[src/design/sqe_pkg.sv]
// ----------------------------------------------------------------------------
// sqe_pkg
// Shared constants, codes and controller/datapath types of the stack/queue
// engine.
// ----------------------------------------------------------------------------
`default_nettype none

package sqe_pkg;

  localparam int DEPTH  = 64;
  localparam int PTR_W  = $clog2(DEPTH);
  localparam int CNT_W  = $clog2(DEPTH + 1);
  localparam int SUM_W  = PTR_W + 1;
  localparam int DATA_W = 32;
  localparam int OP_W   = 3;
  localparam int STS_W  = 2;

  typedef enum logic [OP_W-1:0] {
    OP_SET_STACK = 3'd0,
    OP_SET_QUEUE = 3'd1,
    OP_PUSH      = 3'd2,
    OP_POP       = 3'd3,
    OP_PEEK      = 3'd4,
    OP_DUMP      = 3'd5
  } op_e;

  typedef enum logic [STS_W-1:0] {
    ST_OK    = 2'd0,
    ST_EMPTY = 2'd1,
    ST_FULL  = 2'd2
  } status_e;

  typedef struct packed {
    logic            latch;
    logic            set_mode;
    logic            mode_val;
    logic            push;
    logic            pop;
    logic            rd_en;
    logic            rd_first;
    logic            load;
    logic            from_mem;
    status_e         res_status;
    logic            res_last;
  } sqe_cmd_t;

  typedef struct packed {
    logic [OP_W-1:0] op;
    logic            empty;
    logic            full;
    logic            walk_last;
    logic            out_free;
  } sqe_sts_t;

endpackage

`default_nettype wire

[src/design/sqe_if.sv]
// ----------------------------------------------------------------------------
// sqe_in_if / sqe_out_if
// Valid/ready channels of the stack/queue engine: command beats in, result
// beats out.
// ----------------------------------------------------------------------------
`default_nettype none

interface sqe_in_if;
  logic                                valid;
  logic                                ready;
  logic [sqe_pkg::OP_W-1:0]            operation;
  logic signed [sqe_pkg::DATA_W-1:0]   push_data;

  modport source (output valid, output operation, output push_data, input ready);
  modport sink   (input valid, input operation, input push_data, output ready);
endinterface

interface sqe_out_if;
  logic                                valid;
  logic                                ready;
  logic signed [sqe_pkg::DATA_W-1:0]   data;
  logic [sqe_pkg::STS_W-1:0]           status;
  logic                                last;

  modport source (output valid, output data, output status, output last, input ready);
  modport sink   (input valid, input data, input status, input last, output ready);
endinterface

`default_nettype wire

[src/design/sqe_ctrl.sv]
// ----------------------------------------------------------------------------
// sqe_ctrl
// Command sequencer: accepts one command beat, runs it against the datapath
// and walks the store for peek and dump.
// ----------------------------------------------------------------------------
`default_nettype none

module sqe_ctrl (
  input  wire logic              clk_i,
  input  wire logic              rst_ni,
  input  wire logic              in_valid_i,
  output logic                   in_ready_o,
  input  wire sqe_pkg::sqe_sts_t sts_i,
  output sqe_pkg::sqe_cmd_t      cmd_o
);

  typedef enum logic [1:0] {
    S_IDLE,
    S_EXEC,
    S_EMIT
  } state_e;

  state_e state_q, state_d;

  always_comb begin
    cmd_o            = '0;
    cmd_o.res_status = sqe_pkg::ST_OK;
    cmd_o.res_last   = 1'b1;
    state_d          = state_q;
    in_ready_o       = 1'b0;
    case (state_q)
      S_IDLE: begin
        in_ready_o  = 1'b1;
        cmd_o.latch = in_valid_i;
        if (in_valid_i) begin
          state_d = S_EXEC;
        end
      end
      S_EXEC: begin
        case (sts_i.op)
          sqe_pkg::OP_SET_STACK, sqe_pkg::OP_SET_QUEUE: begin
            if (sts_i.out_free) begin
              cmd_o.set_mode = 1'b1;
              cmd_o.mode_val = (sts_i.op == sqe_pkg::OP_SET_QUEUE);
              cmd_o.load     = 1'b1;
              state_d        = S_IDLE;
            end
          end
          sqe_pkg::OP_PUSH: begin
            if (sts_i.out_free) begin
              cmd_o.load = 1'b1;
              if (sts_i.full) begin
                cmd_o.res_status = sqe_pkg::ST_FULL;
              end else begin
                cmd_o.push = 1'b1;
              end
              state_d = S_IDLE;
            end
          end
          sqe_pkg::OP_POP: begin
            if (sts_i.out_free) begin
              cmd_o.load = 1'b1;
              if (sts_i.empty) begin
                cmd_o.res_status = sqe_pkg::ST_EMPTY;
              end else begin
                cmd_o.pop = 1'b1;
              end
              state_d = S_IDLE;
            end
          end
          sqe_pkg::OP_PEEK: begin
            if (sts_i.empty) begin
              if (sts_i.out_free) begin
                cmd_o.load       = 1'b1;
                cmd_o.res_status = sqe_pkg::ST_EMPTY;
                state_d          = S_IDLE;
              end
            end else begin
              cmd_o.rd_en    = 1'b1;
              cmd_o.rd_first = 1'b1;
              state_d        = S_EMIT;
            end
          end
          sqe_pkg::OP_DUMP: begin
            if (sts_i.empty) begin
              state_d = S_IDLE;
            end else begin
              cmd_o.rd_en    = 1'b1;
              cmd_o.rd_first = 1'b1;
              state_d        = S_EMIT;
            end
          end
          default: begin
            state_d = S_IDLE;
          end
        endcase
      end
      S_EMIT: begin
        cmd_o.res_last = (sts_i.op == sqe_pkg::OP_PEEK) || sts_i.walk_last;
        if (sts_i.out_free) begin
          cmd_o.load     = 1'b1;
          cmd_o.from_mem = 1'b1;
          if (cmd_o.res_last) begin
            state_d = S_IDLE;
          end else begin
            cmd_o.rd_en = 1'b1;
          end
        end
      end
      default: begin
        state_d = S_IDLE;
      end
    endcase
  end

  always_ff @(posedge clk_i or negedge rst_ni) begin
    if (!rst_ni) begin
      state_q <= S_IDLE;
    end else begin
      state_q <= state_d;
    end
  end

  assert property (@(posedge clk_i) disable iff (!rst_ni)
    (state_q == S_EMIT) |-> !sts_i.empty)
    else $error("walk running on an empty store");

  assert property (@(posedge clk_i) disable iff (!rst_ni)
    (cmd_o.rd_en && !cmd_o.rd_first) |=> (state_q == S_EMIT))
    else $error("walk advanced without emitting the read entry");

endmodule

`default_nettype wire

[src/design/sqe_dpath.sv]
// ----------------------------------------------------------------------------
// sqe_dpath
// Entry store, head/count/mode registers, walk pointer and result register.
// ----------------------------------------------------------------------------
`default_nettype none

module sqe_dpath (
  input  wire logic                              clk_i,
  input  wire logic                              rst_ni,
  input  wire logic [sqe_pkg::OP_W-1:0]          operation_i,
  input  wire logic signed [sqe_pkg::DATA_W-1:0] push_data_i,
  input  wire logic                              out_ready_i,
  output logic                                   out_valid_o,
  output logic signed [sqe_pkg::DATA_W-1:0]      out_data_o,
  output logic [sqe_pkg::STS_W-1:0]              out_status_o,
  output logic                                   out_last_o,
  input  wire sqe_pkg::sqe_cmd_t                 cmd_i,
  output sqe_pkg::sqe_sts_t                      sts_o
);

  logic [sqe_pkg::DATA_W-1:0] mem_q [sqe_pkg::DEPTH];

  logic [sqe_pkg::OP_W-1:0]          op_q;
  logic signed [sqe_pkg::DATA_W-1:0] push_data_q;
  logic [sqe_pkg::PTR_W-1:0]         head_q, head_d;
  logic [sqe_pkg::CNT_W-1:0]         count_q, count_d;
  logic                              mode_q;
  logic [sqe_pkg::PTR_W-1:0]         walk_q;
  logic [sqe_pkg::CNT_W-1:0]         k_q;
  logic [sqe_pkg::DATA_W-1:0]        rd_data_q;
  logic                              out_valid_q;
  logic signed [sqe_pkg::DATA_W-1:0] out_data_q;
  logic [sqe_pkg::STS_W-1:0]         out_status_q;
  logic                              out_last_q;

  logic [sqe_pkg::PTR_W-1:0] head_dec, head_inc, walk_inc, tail, wr_addr, rd_addr;
  logic [sqe_pkg::SUM_W-1:0] tail_sum;
  logic                      empty, full, out_free, at_front;

  assign empty    = (count_q == '0);
  assign full     = (count_q == sqe_pkg::CNT_W'(sqe_pkg::DEPTH));
  assign out_free = !out_valid_q || out_ready_i;

  assign head_dec = (head_q == '0) ? sqe_pkg::PTR_W'(sqe_pkg::DEPTH - 1) : head_q - 1'b1;
  assign head_inc = (head_q == sqe_pkg::PTR_W'(sqe_pkg::DEPTH - 1)) ? '0 : head_q + 1'b1;
  assign walk_inc = (walk_q == sqe_pkg::PTR_W'(sqe_pkg::DEPTH - 1)) ? '0 : walk_q + 1'b1;

  assign tail_sum = sqe_pkg::SUM_W'(head_q) + sqe_pkg::SUM_W'(count_q);
  assign tail     = (tail_sum >= sqe_pkg::SUM_W'(sqe_pkg::DEPTH))
                  ? sqe_pkg::PTR_W'(tail_sum - sqe_pkg::SUM_W'(sqe_pkg::DEPTH))
                  : sqe_pkg::PTR_W'(tail_sum);

  assign at_front = !mode_q || empty;
  assign wr_addr  = at_front ? head_dec : tail;
  assign rd_addr  = cmd_i.rd_first ? head_q : walk_inc;

  always_comb begin
    head_d  = head_q;
    count_d = count_q;
    if (cmd_i.push) begin
      count_d = count_q + 1'b1;
      if (at_front) begin
        head_d = head_dec;
      end
    end else if (cmd_i.pop) begin
      count_d = count_q - 1'b1;
      head_d  = head_inc;
    end
  end

  always_ff @(posedge clk_i or negedge rst_ni) begin
    if (!rst_ni) begin
      head_q      <= '0;
      count_q     <= '0;
      mode_q      <= 1'b0;
      out_valid_q <= 1'b0;
    end else begin
      head_q  <= head_d;
      count_q <= count_d;
      if (cmd_i.set_mode) begin
        mode_q <= cmd_i.mode_val;
      end
      if (cmd_i.load) begin
        out_valid_q <= 1'b1;
      end else if (out_ready_i) begin
        out_valid_q <= 1'b0;
      end
    end
  end

  always_ff @(posedge clk_i) begin
    if (cmd_i.latch) begin
      op_q        <= operation_i;
      push_data_q <= push_data_i;
    end
    if (cmd_i.push) begin
      mem_q[wr_addr] <= push_data_q;
    end
    if (cmd_i.rd_en) begin
      rd_data_q <= mem_q[rd_addr];
      walk_q    <= rd_addr;
      k_q       <= cmd_i.rd_first ? '0 : k_q + 1'b1;
    end
    if (cmd_i.load) begin
      out_data_q   <= cmd_i.from_mem ? rd_data_q : '0;
      out_status_q <= cmd_i.res_status;
      out_last_q   <= cmd_i.res_last;
    end
  end

  assign sts_o.op        = op_q;
  assign sts_o.empty     = empty;
  assign sts_o.full      = full;
  assign sts_o.walk_last = ((k_q + 1'b1) == count_q);
  assign sts_o.out_free  = out_free;

  assign out_valid_o  = out_valid_q;
  assign out_data_o   = out_data_q;
  assign out_status_o = out_status_q;
  assign out_last_o   = out_last_q;

  assert property (@(posedge clk_i) disable iff (!rst_ni)
    count_q <= sqe_pkg::CNT_W'(sqe_pkg::DEPTH))
    else $error("entry count beyond store depth");

  assert property (@(posedge clk_i) disable iff (!rst_ni)
    (cmd_i.push |-> !full) and (cmd_i.pop |-> !empty))
    else $error("store update against full or empty store");

  assert property (@(posedge clk_i) disable iff (!rst_ni)
    cmd_i.load |-> out_free)
    else $error("result register overwritten while held");

endmodule

`default_nettype wire

[src/design/stack_queue_engine_unit.sv]
// ----------------------------------------------------------------------------
// stack_queue_engine_unit
// Bounded store of signed 32-bit entries, switchable between stack and queue.
// ----------------------------------------------------------------------------
// One command beat is taken at a time. Set mode, push and pop are accepted,
// then executed against the head/count registers; peek adds a step for the
// registered read of the entry store. Dump of N entries reads them through
// the store's single read port into the result register, one entry per
// cycle while it is free; an empty dump gives no result beat. The
// result register lets the next command be accepted while a beat waits.
`default_nettype none

module stack_queue_engine_unit (
  input  wire logic  clk_i,
  input  wire logic  rst_ni,
  sqe_in_if.sink     in_i,
  sqe_out_if.source  out_o
);

  sqe_pkg::sqe_cmd_t cmd;
  sqe_pkg::sqe_sts_t sts;

  sqe_ctrl u_ctrl (
    .clk_i      (clk_i),
    .rst_ni     (rst_ni),
    .in_valid_i (in_i.valid),
    .in_ready_o (in_i.ready),
    .sts_i      (sts),
    .cmd_o      (cmd)
  );

  sqe_dpath u_dpath (
    .clk_i        (clk_i),
    .rst_ni       (rst_ni),
    .operation_i  (in_i.operation),
    .push_data_i  (in_i.push_data),
    .out_ready_i  (out_o.ready),
    .out_valid_o  (out_o.valid),
    .out_data_o   (out_o.data),
    .out_status_o (out_o.status),
    .out_last_o   (out_o.last),
    .cmd_i        (cmd),
    .sts_o        (sts)
  );

endmodule

`default_nettype wire
[src/flat_wrapper.sv]
// flat-port wrapper written by rule: the top's interface ports become plain ports
module stack_queue_engine_unit_flat 
  (clk_i, rst_ni, in_i_valid, in_i_operation, in_i_push_data, in_i_ready, out_o_valid, out_o_data, out_o_status, out_o_last, out_o_ready);
  sqe_in_if in_i_i ();
  sqe_out_if out_o_i ();
  input  wire logic clk_i;
  input  wire logic rst_ni;
  input wire logic [$bits(in_i_i.valid)-1:0] in_i_valid;
  input wire logic [$bits(in_i_i.operation)-1:0] in_i_operation;
  input wire logic [$bits(in_i_i.push_data)-1:0] in_i_push_data;
  output wire logic [$bits(in_i_i.ready)-1:0] in_i_ready;
  output wire logic [$bits(out_o_i.valid)-1:0] out_o_valid;
  output wire logic [$bits(out_o_i.data)-1:0] out_o_data;
  output wire logic [$bits(out_o_i.status)-1:0] out_o_status;
  output wire logic [$bits(out_o_i.last)-1:0] out_o_last;
  input wire logic [$bits(out_o_i.ready)-1:0] out_o_ready;
  assign in_i_i.valid = in_i_valid;
  assign in_i_i.operation = in_i_operation;
  assign in_i_i.push_data = in_i_push_data;
  assign in_i_ready = in_i_i.ready;
  assign out_o_valid = out_o_i.valid;
  assign out_o_data = out_o_i.data;
  assign out_o_status = out_o_i.status;
  assign out_o_last = out_o_i.last;
  assign out_o_i.ready = out_o_ready;
  stack_queue_engine_unit u_core (.clk_i(clk_i), .rst_ni(rst_ni), .in_i(in_i_i), .out_o(out_o_i));
endmodule
[config.mk]
export PLATFORM = sky130hd
export DESIGN_NAME = stack_queue_engine_unit_flat
export DESIGN_NICKNAME = d
export VERILOG_FILES = /design/src/design/sqe_pkg.sv /design/src/design/sqe_if.sv /design/src/design/sqe_ctrl.sv /design/src/design/sqe_dpath.sv /design/src/design/stack_queue_engine_unit.sv /design/src/flat_wrapper.sv
export SDC_FILE = /design/constraint.sdc
export NUM_CORES = 2
export LEC_CHECK = 0
export ABC_CLOCK_PERIOD_IN_PS = 4250
export BUFFER_PORTS_ARGS = -buffer_cell sky130_fd_sc_hd__buf_4
export CORE_UTILIZATION = 50
export DETAILED_ROUTE_END_ITERATION = 7
export GPL_ROUTABILITY_DRIVEN = 1
export PLACE_DENSITY = 0.77
export SYNTH_ARGS = -nofsm -noshare
export SYNTH_HDL_FRONTEND = slang
export SYNTH_SLANG_ARGS = --single-unit
[constraint.sdc]
create_clock -name clk_i -period 4.25 [get_ports clk_i]
set_clock_uncertainty 0.15 [all_clocks]
set_input_delay 0.6375 -clock clk_i [delete_from_list [all_inputs] [get_ports clk_i]]
set_output_delay 0.6375 -clock clk_i [all_outputs]
set_load 0.01 [all_outputs]
After elaboration in Yosys (flattened, before gate mapping). Memories as Yosys holds them, arrays and structs flattened. A register that Yosys moved wholly into a read port is not among the register bits. Index checks and enable logic that the tools add are counted.

Memories: 1. Memory bits (writable): 2048. Latch bits: 0. Bits in registers: 100. Bits in read-only memories: 0. Input port bits: 39.

Memories: u_core.u_dpath.mem_q (depth 64, bits a word 32, read ports 1, clocked after memory_dff 1, write ports 1, line sqe_dpath.sv:21) `logic [sqe_pkg::DATA_W-1:0] mem_q [sqe_pkg::DEPTH];`.

Add/sub/neg operators: 8. Divide/modulo/power cells: 0. Shifts and indexed selects: 0. Eq/ne operators: 15. Bitwise operators: 0. Reductions and logical operators: 16. Multiply operators: 0. Mux-type cells: 53. Magnitude comparators: 1.

Operators by type and width (number): 6-bit 2-to-1 mux (9); 2-bit 2-to-1 mux (13); 1-bit 2-to-1 mux (22); 2-bit one-hot mux with 3 select lines (3); 7-bit by 1-bit adder with 7-bit output (second input constant) (2); 7-bit 2-to-1 mux (2); 6-bit by 1-bit adder with 6-bit output (second input constant) (2); 6-bit == test (second input constant) (2); 6-bit by 1-bit subtractor with 6-bit output (second input constant) (2); 2-bit != test (second input constant) (4); 6-bit by 7-bit adder with 7-bit output (1); 7-bit == test (1); 7-bit == test (second input constant) (1); 7-bit >= comparator (second input constant) (1); 7-bit zero test (1); 7-bit by 1-bit subtractor with 7-bit output (second input constant) (1); 3-bit by 2-bit == test with 1-bit output (second input constant) (2); 3-bit == test (second input constant) (2); 6-bit zero test (1); 1-bit one-hot mux with 2 select lines (3); 4-bit 2-to-1 mux (1); 2-bit nonzero test (2); 2-bit OR reduction (2); 4-bit OR reduction (1); 9 further kinds (12).

Longest topological paths before layout.
Depth in word-level cells: 7. Mapped depth: 17. Mapped depth without buffers: 13.

Cells and area by module. Synthesis repeated with hierarchy kept, for this count alone.

Cell total of the unflattened synthesis: 6041. Area total of the unflattened synthesis: 86133.9 µm².

Modules (own cells, without submodules): sqe_dpath (area an instance 85807.3 µm², cells each 5999, times used 1); sqe_ctrl (area an instance 326.6 µm², cells each 42, times used 1).

Least setup slack after synthesis. No wires, ideal clock.

Kind: register to register. From: register u_core.u_ctrl.state_q[1]. To: register u_core.u_dpath.k_q[0] (netlist name) (enable). Slack: -156 ps. Cell stages (with the launch flop): 9. Setup time: 453 ps. Data arrival time: 3803 ps. Path through: dfrtp_1 -> inv_1 -> ha_1 -> nand3b_1 -> a21oi_1 -> clkbuf_1 -> buf_1 -> a31oi_1 -> nor2b_1.

RTL lines: start: declaration (line sqe_ctrl.sv:23) `state_e state_q, state_d;`; start signal: assignment (line sqe_ctrl.sv:120) `state_q <= state_d;`; end signal: assignment (line sqe_dpath.sv:102) `k_q <= cmd_i.rd_first ? '0 : k_q + 1'b1;`; end: declaration (line sqe_dpath.sv:29) `logic [sqe_pkg::CNT_W-1:0] k_q;`.

Final worst setup path.
From: register u_core.u_dpath.count_q[0] (netlist name). To: register u_core.u_dpath.rd_data_q[0] (netlist name), read port of u_core.u_dpath.mem_q, data pin.

Word-level cells in the longest chain between the ends: 5. Elaborated cells between the ends (all ways): 10. Those cells by class: 1 x eq/ne; 7 x mux; 2 x reduce/logical.

Ends and longest elaborated chain: start: declaration (line sqe_dpath.sv:26) `logic [sqe_pkg::CNT_W-1:0] count_q, count_d;`; start signal: assignment (line sqe_dpath.sv:79) `count_q <= count_d;`; 7-bit == test or 7-bit zero test (tied branches) (line sqe_dpath.sv:114, sqe_dpath.sv:40); 1-bit logical OR or 2-bit 2-to-1 mux (tied branches) (line sqe_ctrl.sv:99, sqe_ctrl.sv:72, sqe_ctrl.sv:85); 1-bit 2-to-1 mux or 2-bit 2-to-1 mux (tied branches); 1-bit 2-to-1 mux (on tied branches) (line sqe_ctrl.sv:100, sqe_ctrl.sv:31); 1-bit one-hot mux with 2 select lines or 6-bit 2-to-1 mux (tied branches) (line sqe_ctrl.sv:31, sqe_dpath.sv:55); end: declaration (line sqe_dpath.sv:30) `logic [sqe_pkg::DATA_W-1:0] rd_data_q;`.

Parallel ways exist; a longest one is shown, timed or not. A chain may end at the register's enable or synchronous reset.

==> impl_metrics.py <==
metrics = {
    "synthesis": {
        "synthesis.instances": 5689,
        "syn_nets": 5748,
        "syn_area_um2": 87100,
        "synth-main-ff-cell": "edfxtp_1",
        "synth.distinct_cells": 87,
        "avgSynthCellArea_um2": 15.3,
        "synth-seq-cells": 2180,
        "synth_warnings": 0,
        "synth-seq-area-share": 0.750,
        "synth_edf_count": 2163,
        "async_reset_ff_frac": 0.00780,
    },
    "pwr": {
        "seqPwrFrac": 0.403,
        "netSwitchingFraction": 0.346,
        "max-vdd-ir-drop_uv": 454,
        "p_int_w": 0.0417,
        "p_clk_frac": 0.274,
        "pwr-share-comb": 0.323,
        "powerDensity_nw_per_um2": 635,
        "p_sw_w": 0.0220,
        "leakage_nw": 34.3,
    },
    "floorplan": {
        "floorplan.initialDensity": 0.506,
        "ios": 76,
        "die_y_um": 419,
        "dieArea_um2": 176000,
        "num_rows": 152,
        "die_w_um": 419,
        "core_um2": 172000,
    },
    "worst_setup_path": {
        "endpoint_kind": "flip-flop",
        "start_kind": "flip-flop",
        "cp_max_fo": 19,
        "criticalPathCategory": "flip-flop to flip-flop",
        "cp_data_arrival_time_ps": 4660,
        "cp.required_ps": 4670,
    },
    "clock_network": {
        "cts_tree": "built",
        "clkSinkCount": 2180,
        "cts_made_buffers": 199,
        "clk_pin_slew_worst_paths_ps": 60,
        "clock_latency_ps": 860,
        "clockBufferDepth": 3,
        "h-tree-depth": 4,
        "cts-root-buf": "clkbuf_16",
    },
    "place": {
        "port_buffers": 75,
        "place_ws_ps": -226,
        "hpwl_mm": 146,
        "place_congestion": 0.910,
        "dpl.cell_count": 8119,
    },
    "drt": {
        "drtIter0Drc": 9247,
        "firstDrtPassIters": 8,
        "wirelength_mm": 252,
        "antenna_left": 0,
        "route.vias.total": 55500,
        "viasPerCell": 6.50,
        "drc": 0,
        "routedWlPerCell_um": 29.5,
    },
    "sta": {
        "hold_violations": 0,
        "worstMarginPinSlew_ps": 1230,
        "slew_headroom": 0.177,
        "timing.final.crit_share": 0.997,
        "finalSetupViolCount": 0,
        "fin_ws_ps": 11.5,
        "tns_ps": 0,
        "max_clock_freq_ghz": 0.236,
        "finalCriticalPeriod_ps": 4240,
        "slew_viol_final": 0,
        "grt_setup_unrepaired": "false",
        "hold_ws_ps": 35.5,
    },
    "finish": {
        "fin_cells": 8535,
        "final_common_cell": "edfxtp_1",
        "layout_common_cells": "edfxtp_1 (2163), nand2_1 (1028), mux2i_1 (413)",
        "drive_gt1_frac": 0.150,
        "areaGrowthSynthToFinish_pct": 15.2,
        "nNetsFinal": 6106,
    },
    "grt": {
        "antenna_found_initial": 11,
        "grt_pass1_wl_mm": 360,
        "grt_use_total": 0.283,
        "grt-ovfl-total": 0,
        "grt_pass1_vias": 52500,
        "grt_max_degree": 104,
    },
    "run_status": {
        "status": "finished clean",
    },
    "hold_path": {
        "hp-class": "input pin to async pin",
    },
    "run": {
        "drv_cap": 0,
    },
}
## registers in the layout (all words and copies together), names as in the netlist
register and count:
u_core.u_ctrl.state_q 2, u_core.u_dpath.count_q 7, u_core.u_dpath.head_q 6, u_core.u_dpath.k_q 7, u_core.u_dpath.mem_q 2048, u_core.u_dpath.mode_q 1, u_core.u_dpath.op_q 3, u_core.u_dpath.out_data_o 32
u_core.u_dpath.out_last_o 1, u_core.u_dpath.out_status_o 2, u_core.u_dpath.out_valid_o 1, u_core.u_dpath.push_data_q 32, u_core.u_dpath.rd_data_q 32, u_core.u_dpath.walk_q 6
## routing by layer
layer	up-vias	part of all wire	track usage
met3	756	0.14	0.0652
met4	2	0.056	0.141
li1	22800	-	-
met5	-	0.000052	0
met1	27400	0.35	0.386
met2	4556	0.45	0.429
## synth_stat cells (23+ instances only)
master       n  area (um^2)
clkbuf_1   126          473
nor2_1     131          492
nand3_1    243         1220
a311oi_1    76          666
and3_1     203         1270
mux2i_1    416         4160
nand2_1   1028         3860
a31oi_1     94          588
o221ai_1    78          683
edfxtp_1  2163        65000
mux4_2      43          968
a211oi_1   125          938
a21oi_1    142          711
buf_1       23         86.3
nor3_1      29          145
buf_2      134          671
inv_1       25         93.8
o21ai_0     80          400
nand4_1     47          294
buf_6       37          417
buf_4       35          263
o22ai_1     49          307
## kinds of logic after synthesis
group | share of synthesized area
xor gates and xnor gates | 0.00312
DFF | 0.750
muxes | 0.0605
adders and majority gates | 0.00304
buffers and inverters | 0.0234
and+or+nand+nor | 0.0883
AOI/OAI and AO/OA | 0.0714
## stage by stage
stage,util,area (um^2),total power [W]
floorplan,-,87100,0.0378
global placement,0.543,93600,0.0454
detailed placement,0.543,93600,0.0459
CTS,0.582,100000,0.0632
global route,0.582,100000,0.0655
finish,0.582,100000,0.0637
## critical path, stage by stage (launching register included)
cell and delay, ps:
dfrtp_1 390, or4_4 610, o21ai_4 350, buf_4 210
mux2_4 460, buf_4 340, buf_4 310, o221ai_1 240
a21oi_1 170, a2bb2oi_1 580, a21boi_1 150
## power by group through the flow
stage | Clock, W | Sequential, W | Combinational, W
CTS | 0.0175 | 0.0256 | 0.0201
detailed placement | 0 | 0.0261 | 0.0198
floorplan | 0 | 0.0266 | 0.0113
global placement | 0 | 0.0261 | 0.0193
global route | 0.0183 | 0.0257 | 0.0215
finish | 0.0175 | 0.0256 | 0.0206
## layout make-up
| cell class | instances | area, um^2 |
|---|---|---|
| fillers | 12400 | 71900 |
| inverters | 29 | 134 |
| multi-input cells | 3124 | 20400 |
| well taps | 2310 | 2890 |
| repair buffers | 513 | 5250 |
| clock buffers | 246 | 5240 |
| flip-flops and latches | 2180 | 65400 |
| clock inverters | 121 | 1050 |
| diodes | 12 | 30.0 |
## repair_timing
item,CTS,global route
pin swaps,0,3
hold endpoints to repair,52,0
setup endpoints to repair,4,8
setup buffers,0,1
hold buffers,36,0
resized for setup,5,10
## worst paths after layout
path	startpoint	to	slack (ps)	cells past startpoint
setup / recovery	u_core.u_dpath.count_q[0]	u_core.u_dpath.rd_data_q[0]	10	10
hold / removal	rst_ni	u_core.u_dpath.out_valid_o	40	2
setup reg to reg	u_core.u_dpath.count_q[0]	u_core.u_dpath.rd_data_q[0]	10	10
hold reg to reg	u_core.u_dpath.mode_q	u_core.u_dpath.mode_q	410	1
max in group asynchronous	rst_ni	u_core.u_dpath.count_q[1]	3670	2
min in group clk_i	in_i_valid	u_core.u_ctrl.state_q[1]	80	3
Power figures use the tool's default switching activity.
